===== config.mk =====
export PLATFORM = sky130hd
export DESIGN_NAME = quadrature_counter_read_clear
export DESIGN_NICKNAME = d
export VERILOG_FILES = /design/src/hw/rtl/qcrc_pkg.sv /design/src/hw/rtl/quadrature_counter_read_clear.sv /design/src/hw/rtl/qcrc_dir.sv /design/src/hw/rtl/qcrc_bank.sv
export SDC_FILE = /design/constraint.sdc
export NUM_CORES = 1
export LEC_CHECK = 0
export BUFFER_PORTS_ARGS = -buffer_cell sky130_fd_sc_hd__buf_2
export CAP_MARGIN = 20
export CORE_MARGIN = 1.5
export CORE_UTILIZATION = 55
export CTS_CLUSTER_DIAMETER = 30
export DETAILED_ROUTE_END_ITERATION = 7
export PLACE_DENSITY = 0.78
export SYNTH_ARGS = -nofsm -noshare
export SYNTH_HDL_FRONTEND = slang
export SYNTH_SLANG_ARGS = --single-unit

===== constraint.sdc =====
create_clock -name i_clk -period 10.1 [get_ports i_clk]
set_input_delay 2.02 -clock i_clk [delete_from_list [all_inputs] [get_ports i_clk]]
set_output_delay 2.02 -clock i_clk [all_outputs]
set_load 0.005 [all_outputs]

===== src/hw/rtl/qcrc_pkg.sv =====
// shared types and constants for the quadrature counter with read-and-clear banks
`timescale 1ns / 1ps
`default_nettype none

package qcrc_pkg;

    localparam int BYTE_BITS   = 8;
    localparam int REPLY_W     = 16;
    localparam int IN_TDATA_W  = 16;
    localparam int OUT_TDATA_W = 32;
    localparam int DELTA_W     = 3;

    localparam logic [BYTE_BITS-1:0] PWM_MAX = 8'hFF;

    typedef enum logic [1:0] {
        OP_SAMPLE = 2'd0,
        OP_CMD    = 2'd1,
        OP_READ   = 2'd2
    } t_op;

    typedef enum logic [2:0] {
        CMD_OTHER = 3'd0,
        CMD_CLEAR = 3'd1,
        CMD_MOTOR = 3'd2,
        CMD_READ  = 3'd3,
        CMD_IDENT = 3'd4
    } t_cmd;

    typedef enum logic [1:0] {
        MODE_1X = 2'd0,
        MODE_2X = 2'd1,
        MODE_4X = 2'd2
    } t_mode;

    typedef enum logic [1:0] {
        CFG_COUNT_MODE  = 2'd0,
        CFG_INVERT_SIGN = 2'd1,
        CFG_PWM_OFFSET  = 2'd2,
        CFG_VERSION     = 2'd3
    } t_cfg_idx;

    // control from the command stage to the counter banks
    typedef struct packed {
        logic                      tick;
        logic signed [DELTA_W-1:0] delta;
        logic                      clear_all;
        logic                      read_clear;
    } t_bank_ctl;

endpackage

`default_nettype wire


===== src/hw/rtl/quadrature_counter_read_clear.sv =====
// top level: request and reply streams, configuration, command handling
//
// quadrature counter with read-and-clear double banking
// slave stream: one request per cycle while o_s_tready is high, tuser holds the operation (sample tick,
//   command write, bus read), tdata holds pin levels, command code and data
// master stream: exactly one reply per request, tuser holds the reply kind,
//   tdata holds reply valid flag, reply value and current pwm level
// config channel: register index and data, always ready, write only while idle
// flow: an accepted request passes the request register, then the reply register,
//   to o_m_tvalid; throughput is one request per cycle while the reply stream does
//   not stall, set by the single request register feeding counter and command update
// stall: when i_m_tready is low the reply register holds, the request
//   register fills, then o_s_tready drops; nothing is lost or repeated
// reset: i_rst_n low clears both counters, bank select, the pending command,
//   the pwm level and the pipeline; configuration returns to 4x counting,
//   no inversion, zero pwm offset and version code 1
//
`timescale 1ns / 1ps
`default_nettype none

module quadrature_counter_read_clear
    import qcrc_pkg::*;
#(
    parameter int COUNT_WIDTH = 16
) (
    input  wire                    i_clk,
    input  wire                    i_rst_n,
    input  wire                    i_s_tvalid,
    output logic                   o_s_tready,
    input  wire  [IN_TDATA_W-1:0]  i_s_tdata,  // pin_a, pin_b, command_code, command_data
    input  wire  [1:0]             i_s_tuser,  // operation
    output logic                   o_m_tvalid,
    input  wire                    i_m_tready,
    output logic [OUT_TDATA_W-1:0] o_m_tdata,  // reply_valid, reply_value, pwm_level
    output logic                   o_m_tuser,  // reply_kind
    input  wire                    i_cfg_valid,
    output logic                   o_cfg_ready,
    input  wire  [1:0]             i_cfg_index,
    input  wire  [BYTE_BITS-1:0]   i_cfg_data
);

    // configuration
    logic [1:0]           r_count_mode;
    logic                 r_invert;
    logic [BYTE_BITS-1:0] r_pwm_offset;
    logic [BYTE_BITS-1:0] r_version;

    // request register
    logic                 r_in_valid;
    logic [1:0]           r_op;
    logic                 r_pin_a;
    logic                 r_pin_b;
    logic [2:0]           r_code;
    logic [BYTE_BITS-1:0] r_data;

    // command state
    logic [2:0]           r_pending;
    logic [2:0]           n_pending;
    logic [BYTE_BITS-1:0] r_pwm;
    logic [BYTE_BITS-1:0] n_pwm;

    // reply register
    logic                 r_out_valid;
    logic                 r_reply_valid;
    logic                 r_reply_kind;
    logic [REPLY_W-1:0]   r_reply_value;
    logic [BYTE_BITS-1:0] r_pwm_level;
    logic                 n_reply_valid;
    logic                 n_reply_kind;
    logic [REPLY_W-1:0]   n_reply_value;

    logic                          w_adv;
    t_bank_ctl                     w_ctl;
    logic signed [DELTA_W-1:0]     w_delta;
    logic [COUNT_WIDTH-1:0]        w_active;
    logic [COUNT_WIDTH-1:0]        w_read_cnt;
    logic signed [31:0]            w_read_ext;
    logic [BYTE_BITS:0]            w_pwm_sum;

    assign o_cfg_ready = 1'b1;

    always_ff @(posedge i_clk) begin
        if (!i_rst_n) begin
            r_count_mode <= MODE_4X;
            r_invert     <= 1'b0;
            r_pwm_offset <= '0;
            r_version    <= 8'd1;
        end else if (i_cfg_valid) begin
            unique case (t_cfg_idx'(i_cfg_index))
                CFG_COUNT_MODE:  r_count_mode <= i_cfg_data[1:0];
                CFG_INVERT_SIGN: r_invert     <= i_cfg_data[0];
                CFG_PWM_OFFSET:  r_pwm_offset <= i_cfg_data;
                CFG_VERSION:     r_version    <= i_cfg_data;
                default:         r_version    <= r_version;
            endcase
        end
    end

    // pipeline flow
    assign w_adv      = r_in_valid & (~r_out_valid | i_m_tready);
    assign o_s_tready = ~r_in_valid | w_adv;

    always_ff @(posedge i_clk) begin
        if (!i_rst_n) begin
            r_in_valid <= 1'b0;
        end else if (o_s_tready) begin
            r_in_valid <= i_s_tvalid;
        end
    end

    always_ff @(posedge i_clk) begin
        if (i_s_tvalid && o_s_tready) begin
            r_op    <= i_s_tuser;
            r_pin_a <= i_s_tdata[0];
            r_pin_b <= i_s_tdata[1];
            r_code  <= i_s_tdata[4:2];
            r_data  <= i_s_tdata[12:5];
        end
    end

    qcrc_dir u_dir (
        .i_clk   (i_clk),
        .i_rst_n (i_rst_n),
        .i_tick  (w_ctl.tick),
        .i_pin_a (r_pin_a),
        .i_pin_b (r_pin_b),
        .i_mode  (r_count_mode),
        .o_delta (w_delta)
    );

    qcrc_bank #(
        .COUNT_WIDTH (COUNT_WIDTH)
    ) u_bank (
        .i_clk    (i_clk),
        .i_rst_n  (i_rst_n),
        .i_ctl    (w_ctl),
        .o_active (w_active)
    );

    assign w_read_cnt = r_invert ? (~w_active + 1'b1) : w_active;
    assign w_read_ext = 32'(signed'(w_read_cnt));
    assign w_pwm_sum  = {1'b0, r_data} + {1'b0, r_pwm_offset};

    always_comb begin
        w_ctl.tick       = 1'b0;
        w_ctl.delta      = w_delta;
        w_ctl.clear_all  = 1'b0;
        w_ctl.read_clear = 1'b0;
        n_pending        = r_pending;
        n_pwm            = r_pwm;
        n_reply_valid    = 1'b0;
        n_reply_kind     = 1'b0;
        n_reply_value    = '0;
        if (w_adv) begin
            unique case (t_op'(r_op))
                OP_SAMPLE: begin
                    w_ctl.tick = 1'b1;
                end
                OP_CMD: begin
                    if (r_code == CMD_CLEAR) begin
                        w_ctl.clear_all = 1'b1;
                        n_pending       = CMD_OTHER;
                    end else if (r_code == CMD_MOTOR) begin
                        n_pwm     = w_pwm_sum[BYTE_BITS] ? PWM_MAX : w_pwm_sum[BYTE_BITS-1:0];
                        n_pending = CMD_OTHER;
                    end else begin
                        n_pending = r_code;
                    end
                end
                OP_READ: begin
                    if (r_pending == CMD_READ) begin
                        w_ctl.read_clear = 1'b1;
                        n_reply_valid    = 1'b1;
                        n_reply_value    = w_read_ext[REPLY_W-1:0];
                    end else if (r_pending == CMD_IDENT) begin
                        n_reply_valid = 1'b1;
                        n_reply_kind  = 1'b1;
                        n_reply_value = {{(REPLY_W-BYTE_BITS){1'b0}}, r_version};
                    end
                    n_pending = CMD_OTHER;
                end
                default: begin
                    n_pending = r_pending;
                end
            endcase
        end
    end

    always_ff @(posedge i_clk) begin
        if (!i_rst_n) begin
            r_pending <= CMD_OTHER;
            r_pwm     <= '0;
        end else begin
            r_pending <= n_pending;
            r_pwm     <= n_pwm;
        end
    end

    always_ff @(posedge i_clk) begin
        if (!i_rst_n) begin
            r_out_valid <= 1'b0;
        end else if (w_adv) begin
            r_out_valid <= 1'b1;
        end else if (i_m_tready) begin
            r_out_valid <= 1'b0;
        end
    end

    always_ff @(posedge i_clk) begin
        if (w_adv) begin
            r_reply_valid <= n_reply_valid;
            r_reply_kind  <= n_reply_kind;
            r_reply_value <= n_reply_value;
            r_pwm_level   <= n_pwm;
        end
    end

    assign o_m_tvalid = r_out_valid;
    assign o_m_tuser  = r_reply_kind;
    assign o_m_tdata  = {{(OUT_TDATA_W-1-REPLY_W-BYTE_BITS){1'b0}},
                         r_pwm_level, r_reply_value, r_reply_valid};

endmodule

`default_nettype wire


===== src/hw/rtl/qcrc_dir.sv =====
// encoder edge detector and direction decoder, one signed delta per sample
`timescale 1ns / 1ps
`default_nettype none

module qcrc_dir
    import qcrc_pkg::*;
(
    input  wire                       i_clk,
    input  wire                       i_rst_n,
    input  wire                       i_tick,
    input  wire                       i_pin_a,
    input  wire                       i_pin_b,
    input  wire  [1:0]                i_mode,
    output logic signed [DELTA_W-1:0] o_delta
);

    logic r_last_a;
    logic r_last_b;
    logic w_edge_a;
    logic w_edge_b;
    logic w_count_a;
    logic w_count_b;
    logic signed [DELTA_W-1:0] w_step_a;
    logic signed [DELTA_W-1:0] w_step_b;

    always_ff @(posedge i_clk) begin
        if (!i_rst_n) begin
            r_last_a <= 1'b0;
            r_last_b <= 1'b0;
        end else if (i_tick) begin
            r_last_a <= i_pin_a;
            r_last_b <= i_pin_b;
        end
    end

    assign w_edge_a = i_pin_a ^ r_last_a;
    assign w_edge_b = i_pin_b ^ r_last_b;

    always_comb begin
        unique case (t_mode'(i_mode))
            MODE_1X: begin
                w_count_a = w_edge_a & i_pin_a;
                w_count_b = 1'b0;
            end
            MODE_2X: begin
                w_count_a = w_edge_a & i_pin_a;
                w_count_b = w_edge_b & i_pin_b;
            end
            default: begin
                w_count_a = w_edge_a;
                w_count_b = w_edge_b;
            end
        endcase
    end

    // a edge counts up when a differs from b, b edge counts up when b equals a
    always_comb begin
        w_step_a = '0;
        w_step_b = '0;
        if (w_count_a) begin
            w_step_a = (i_pin_a != i_pin_b) ? 3'sd1 : -3'sd1;
        end
        if (w_count_b) begin
            w_step_b = (i_pin_a == i_pin_b) ? 3'sd1 : -3'sd1;
        end
    end

    assign o_delta = w_step_a + w_step_b;

endmodule

`default_nettype wire


===== src/hw/rtl/qcrc_bank.sv =====
// two wrapping count banks with read-and-clear bank swap
`timescale 1ns / 1ps
`default_nettype none

module qcrc_bank
    import qcrc_pkg::*;
#(
    parameter int COUNT_WIDTH = 16
) (
    input  wire                    i_clk,
    input  wire                    i_rst_n,
    input  t_bank_ctl              i_ctl,
    output logic [COUNT_WIDTH-1:0] o_active
);

    logic [COUNT_WIDTH-1:0] r_bank0;
    logic [COUNT_WIDTH-1:0] r_bank1;
    logic                   r_sel;
    logic [COUNT_WIDTH-1:0] n_bank0;
    logic [COUNT_WIDTH-1:0] n_bank1;
    logic                   n_sel;
    logic [COUNT_WIDTH-1:0] w_delta_ext;

    assign o_active    = r_sel ? r_bank1 : r_bank0;
    assign w_delta_ext = {{(COUNT_WIDTH-DELTA_W){i_ctl.delta[DELTA_W-1]}}, i_ctl.delta};

    always_comb begin
        n_bank0 = r_bank0;
        n_bank1 = r_bank1;
        n_sel   = r_sel;
        if (i_ctl.clear_all) begin
            n_bank0 = '0;
            n_bank1 = '0;
            n_sel   = 1'b0;
        end else if (i_ctl.read_clear) begin
            if (r_sel) begin
                n_bank1 = '0;
            end else begin
                n_bank0 = '0;
            end
            n_sel = ~r_sel;
        end else if (i_ctl.tick) begin
            if (r_sel) begin
                n_bank1 = r_bank1 + w_delta_ext;
            end else begin
                n_bank0 = r_bank0 + w_delta_ext;
            end
        end
    end

    always_ff @(posedge i_clk) begin
        if (!i_rst_n) begin
            r_bank0 <= '0;
            r_bank1 <= '0;
            r_sel   <= 1'b0;
        end else begin
            r_bank0 <= n_bank0;
            r_bank1 <= n_bank1;
            r_sel   <= n_sel;
        end
    end

endmodule

`default_nettype wire


Word-level counts from Yosys, hierarchy flattened
Index checks and enable logic that the tools add are counted.
Word-level totals
  bits in registers: 108
  word-level logic and storage cells: 106
  bits of input ports: 33
  output and inout bits: 36
Operators by class
  $add $sub $neg: 5
  bitwise logic cells: 13
  mux-type cells: 37
  reductions and logical operators: 17
  eq/ne operators: 12
Operators with widths (count)
  16-bit 2-to-1 mux: 11
  8-bit 2-to-1 mux: 6
  16-bit adder: 2
  3-bit 2-to-1 mux: 6
  16-bit by 1-bit adder with 16-bit output, second input constant: 1
  16-bit NOT: 1
  2-bit AND reduction: 7
  1-bit 2-to-1 mux: 11
  8-bit by 8-bit adder with 9-bit output: 1
  2-bit by 1-bit == test with 1-bit output, second input constant: 3
  2-bit == test, second input constant: 3
  3-bit by 2-bit == test with 1-bit output, second input constant: 2
  2-bit zero test: 3
  3-bit case mux with 2 select lines: 1
  2-bit nonzero test: 3
  2-bit OR reduction: 3
  1-bit NOT: 5
  3-bit adder: 1
  1-bit AND: 3
  3-bit by 1-bit == test with 1-bit output, second input constant: 1
  3-bit == test, second input constant: 1
  2-bit 2-to-1 mux: 1
  1-bit OR: 2
  1-bit case mux with 2 select lines: 1
  4 further kinds: 5

Logic depth before layout (Yosys ltp)
  depth in word-level cells: 9
  depth in mapped cells: 15
  mapped depth without buffers: 15

Cells and area by module
A second synthesis with hierarchy kept.
Unflattened totals
  cell total of the unflattened synthesis: 664
  area, all modules: 6423.7 um^2
Modules (own cells, without submodules)
  quadrature_counter_read_clear: area an instance 3413.3 um^2, sequential area each 1871.8 um^2, cells each 311, instances 1
  qcrc_bank: area an instance 2751.4 um^2, sequential area each 660.6 um^2, cells each 323, instances 1
  qcrc_dir: area an instance 259.0 um^2, sequential area each 40.0 um^2, cells each 30, instances 1

Worst setup path before layout
Ideal clock, no wire load.
  kind: register to register
  start point: register r_pin_b
  end point: register u_bank.r_bank0[13]
  stages on the path, launching flop included: 14
  path slack: 5.423 ns
  arrival: 4.560 ns
  required time: 9.983 ns
  clock period less this slack: 4.677 ns
  setup time: 0.117 ns
  buffers on the path: 0
  cell sequence: edfxtp_1 -> ha_1 -> mux2i_1 -> mux2_2 -> ha_1 -> xor2_1 -> ha_1 -> a21oi_1 -> o21ai_0 -> or2_2 -> a31oi_1 -> o21ai_0 -> xor2_1 -> a22o_1
Between the ends
  cells in the longest elaborated chain, start to end: 9
  elaborated cells between the ends (all ways): 14
  those cells by class: add/sub (2); eq/ne (2); mux (8); bitwise (2)
RTL lines
  start: declaration: RTL line quadrature_counter_read_clear.sv:52  | logic r_pin_b;
  start signal: assignment: RTL line quadrature_counter_read_clear.sv:115  | r_pin_b <= i_s_tdata[1];
  1-bit bitwise XOR: RTL line qcrc_dir.sv:37  | assign w_edge_b = i_pin_b ^ r_last_b;
  1-bit AND: RTL line qcrc_dir.sv:47  | w_count_b = w_edge_b & i_pin_b;
  1-bit case mux with 2 select lines: RTL line qcrc_dir.sv:40  | unique case (t_mode'(i_mode))
  3-bit 2-to-1 mux: RTL line qcrc_dir.sv:63  | if (w_count_b) begin
  3-bit adder *: RTL line qcrc_dir.sv:68  | assign o_delta = w_step_a + w_step_b;
  16-bit adder *: RTL line qcrc_bank.sv:46  | n_bank0 = r_bank0 + w_delta_ext;
  16-bit 2-to-1 mux *: RTL line qcrc_bank.sv:43  | if (r_sel) begin
  16-bit 2-to-1 mux *: RTL line qcrc_bank.sv:42  | end else if (i_ctl.tick) begin
  16-bit 2-to-1 mux *: RTL line qcrc_bank.sv:35  | end else if (i_ctl.read_clear) begin
  end signal: assignment: RTL line qcrc_bank.sv:57  | r_bank0 <= n_bank0;
  end: declaration: RTL line qcrc_bank.sv:16  | logic [COUNT_WIDTH-1:0] r_bank0;
Mark *: on every way between the ends. The rest lies on a longest branch, timed or not. The select of a mux whose other input is x is not followed.
A chain may end at the register's enable or synchronous reset.

Worst setup path after layout
  start point: input i_m_tready
  end point: output o_s_tready
Between the ends
  cells in the longest elaborated chain, start to end: 3
RTL lines
  start: declaration: RTL line quadrature_counter_read_clear.sv:33  | input wire i_m_tready,
  1-bit OR: RTL line quadrature_counter_read_clear.sv:100  | assign w_adv = r_in_valid & (~r_out_valid | i_m_tready);
  1-bit AND: RTL line quadrature_counter_read_clear.sv:100
  1-bit OR: RTL line quadrature_counter_read_clear.sv:101  | assign o_s_tready = ~r_in_valid | w_adv;
  end: declaration: RTL line quadrature_counter_read_clear.sv:29  | output logic o_s_tready,
Every way passes these cells.

==> PnR_summary.wiki <==
{| class="wikitable"
! Metric !! Value
|-
| Outcome || complete, no violations
|-
| Main flop type after synthesis || sky130_fd_sc_hd__dfxtp_1
|-
| Clock Latency Late Sink || 360 ps
|-
| H-tree levels || 3
|-
| Wirelength per Cell || 15.4 um
|-
| Syn Area/Cell || 9.52 um^2
|-
| Worst-path clk slew || 70 ps
|-
| Count of port buffers added during placement || 57
|-
| Fraction of synthesized cell area in xor and xnor cells || 6.34%
|-
| Area of the placeable core || 0.0113 mm^2
|-
| Placed standard-cell area || 0.00673 mm^2
|-
| Library cell with the largest summed area after synthesis || sky130_fd_sc_hd__dfxtp_1
|-
| Share of layout cells above drive strength 1 || 13.7%
|-
| Number of hold buffers added after cts || 0
|-
| Number of cells upsized or downsized after cts || 0
|-
| Syn-to-layout area delta || 10.6%
|-
| Mux cell area share after synthesis || 4.98%
|-
| Pin count of the biggest net entering global routing || 35
|-
| Total power || 1.01 mW
|-
| Largest buffer count on any clock path || 2
|-
| Clock tree from TritonCTS || built
|-
| Ratio of final minimum period to clock period || 45.7%
|-
| Iter 0 DRT Violations || 295
|-
| Unique cell type count in the Yosys netlist || 68
|-
| Leak Pwr || 2.96 nW
|-
| Max_slew headroom || 52.7%
|-
| Die Height || 111 um
|-
| Nets || 808
|-
| Post-DR vias/cell || 5.79
|-
| Fin Clk Skew || 10.3 ps
|-
| GPL Wtd Cong || 0.858
|-
| Synthesized instance count || 668
|-
| Die area || 0.0122 mm^2
|-
| Critical path class || input pin to output pin
|-
| Share of synthesized registers carrying an async set or reset || 0%
|-
| Worst hold slack || 459 ps
|-
| Die Span X || 111 um
|-
| Shortest period the worst path allows || 4610 ps
|-
| Number of flip-flops and latches in the synthesized netlist || 108
|-
| Compound-cell area share of the yosys netlist || 16.4%
|-
| Number of endpoints failing setup at the final stage || 0
|-
| Final hold vios || 0
|-
| Number of synthesis warnings || 0
|-
| Share of synthesized area occupied by flip-flops and latches || 40.5%
|-
| Number of global-route vias before repair || 4,854
|-
| Largest family of logic cells by synthesized area || simple AND/OR/NAND/NOR gates
|-
| Overflow after GRT || 0
|-
| Clock sink count || 108
|-
| Layout Cell Area excl Fill || 0.00703 mm^2
|-
| Achievable clock frequency || 0.217 GHz
|-
| Required time worst endpoint || 8080 ps
|-
| Setup repair after global routing missed its margin || no
|-
| Cells taking the most area after synthesis || sky130_fd_sc_hd__dfxtp_1, sky130_fd_sc_hd__edfxtp_1, sky130_fd_sc_hd__ha_1
|-
| Largest vdd supply drop || 123 uV
|-
| Post-Route Setup TNS || 0 ps
|-
| Fraction of the mapped netlist area in adder cells || 11.2%
|-
| Commonest cells in the netlist || sky130_fd_sc_hd__nand2_1, sky130_fd_sc_hd__dfxtp_1, sky130_fd_sc_hd__a21oi_1
|-
| Antenna violations before repair || 0
|-
| Routed via count || 5,028
|-
| Crit end category || output pin
|-
| Count leader, synth || sky130_fd_sc_hd__nand2_1
|-
| Kind of start point of the critical path || input pin
|-
| Buffer cell driving the clock tree root || sky130_fd_sc_hd__clkbuf_16
|-
| Number of iterations in the first detailed-routing pass || 6
|-
| Tightest Hold Check Type || register to register
|-
| Area of the mapped netlist || 0.00636 mm^2
|-
| Initial cell density of the core || 56.1%
|-
| Routed Wire Length || 13,400 um
|-
| Global-route wire length before repair || 22,400 um
|-
| Count of buffers added by post-CTS timing repair for setup || 0
|-
| Total CTS buffers || 9
|-
| Power density relative to cell area || 144 mW/mm^2
|-
| # Max-Cap Violations || 0
|-
| I/O pin cnt || 69
|-
| Post-route antenna net violation count || 0
|-
| Drc violations || 0
|-
| Arrival time of data at the critical path endpoint || 2590 ps
|-
| Simple-gate share of the synthesized area || 16.7%
|-
| Placed wire-length estimate || 10,100 um
|-
| Total Routing Usage GR || 22.0%
|-
| Maximum fanout along the worst path || 4
|-
| Number of enable-type register cells in the synthesized netlist || 41
|-
| Diode count || 0
|-
| Slew at the pin closest to its max-slew limit || 706 ps
|-
| Top cell type's share of synthesized area || 21.1%
|-
| Total count of max-transition violations in the final report || 0
|-
| Cell row count || 39
|}
[cells by family (layout without fill, tap and decap cells)]
kind of cell               Yosys count  count (layout)
AOI/OAI and AO/OA                  164             164
xor gates and xnor gates            46              46
adders and majority gates           55              55
buffers and inverters               51             102
DFF                                108             108
muxes                               29              29
other                                2               8
and+or+nand+nor                    213             213
[sequential cells by signal, summed over array words and instances (netlist names), 3 cells and up]
register	flops
r_reply_value	16
u_bank.r_bank0	16
u_bank.r_bank1	16
r_data	8
r_pwm	8
r_pwm_level	8
r_pwm_offset	8
r_version	8
r_code	3
r_pending	3
[worst paths after layout]
kind | end | start | cells after the start | slack [ps]
worst max-delay path | o_s_tready | i_m_tready | 4 | 5490
worst min register to register | u_dir.r_last_b | u_dir.r_last_b | 2 | 460
worst max register to register | u_bank.r_bank0[13] | r_pin_b | 14 | 6240
worst min-delay path | u_dir.r_last_b | u_dir.r_last_b | 2 | 460
[through the flow]
step	util (%)	setup WS, ps	instances
6_report	62.1	5490	868
5_1_grt	62.1	5440	868
4_1_cts	62.1	5490	867
3_5_place_dp	59.5	5500	851
3_3_place_gp	59.5	5540	851
2_1_floorplan	-	5420	674
[cell usage in the layout (no fill, tap or decap), types with 4 or more instances in the layout]
| cell type | netlist | layout |
|---|---|---|
| sky130_fd_sc_hd__mux2_2 | 5 | 5 |
| sky130_fd_sc_hd__a211oi_1 | 5 | 5 |
| sky130_fd_sc_hd__clkbuf_16 | 0 | 9 |
| sky130_fd_sc_hd__a21oi_1 | 64 | 64 |
| sky130_fd_sc_hd__and2_1 | 12 | 12 |
| sky130_fd_sc_hd__ha_1 | 52 | 52 |
| sky130_fd_sc_hd__xnor2_1 | 31 | 31 |
| sky130_fd_sc_hd__o22a_1 | 6 | 6 |
| sky130_fd_sc_hd__and3_1 | 6 | 6 |
| sky130_fd_sc_hd__a22oi_1 | 6 | 6 |
| sky130_fd_sc_hd__nor3_1 | 15 | 15 |
| sky130_fd_sc_hd__nand3_1 | 15 | 15 |
| sky130_fd_sc_hd__o21a_1 | 4 | 4 |
| sky130_fd_sc_hd__edfxtp_1 | 41 | 41 |
| sky130_fd_sc_hd__a21o_1 | 8 | 8 |
| sky130_fd_sc_hd__a22o_1 | 12 | 12 |
| sky130_fd_sc_hd__mux2i_1 | 21 | 21 |
| sky130_fd_sc_hd__nor2_1 | 57 | 57 |
| sky130_fd_sc_hd__inv_1 | 21 | 21 |
| sky130_fd_sc_hd__nand2b_1 | 6 | 6 |
| sky130_fd_sc_hd__dfxtp_1 | 67 | 67 |
| sky130_fd_sc_hd__nand2_1 | 71 | 71 |
| sky130_fd_sc_hd__buf_4 | 11 | 6 |
| sky130_fd_sc_hd__buf_2 | 5 | 57 |
| sky130_fd_sc_hd__o21ai_1 | 7 | 7 |
| sky130_fd_sc_hd__nor3b_1 | 4 | 4 |
| sky130_fd_sc_hd__o21ai_0 | 25 | 25 |
| sky130_fd_sc_hd__conb_1 | 2 | 8 |
| sky130_fd_sc_hd__nor2b_1 | 4 | 4 |
| sky130_fd_sc_hd__xor2_1 | 15 | 14 |
[worst max-delay path, cell delays in order]
cell and delay (ps):
sky130_fd_sc_hd__buf_2 100, sky130_fd_sc_hd__nor2b_1 240, sky130_fd_sc_hd__nand2_1 100, sky130_fd_sc_hd__buf_2 130
[area by class of cell]
class,instances,area [um^2]
clock buffer,11,233
multi-input combinational,515,3570
fill,953,4290
inverter,22,82.6
timing repair buffer,64,338
tap,143,179
clock inverter,5,61.3
sequential,108,2570
[metal layers]
| layer | GRT usage [%] | vias up | part of all wire (%) |
|---|---|---|---|
| met4 | 8.38 | 0 | 1.6 |
| met5 | 0 | - | 0 |
| met1 | 27.7 | 2440 | 45 |
| met3 | 2.69 | 14 | 3.8 |
| met2 | 38.7 | 85 | 50 |
| li1 | - | 2489 | - |
[power breakdown]
group          switching (mW)  internal, mW
clock                   0.159         0.194
combinational           0.109        0.0778
sequential            0.00965         0.465
total                   0.278         0.736
Power figures use the tool's default switching activity.
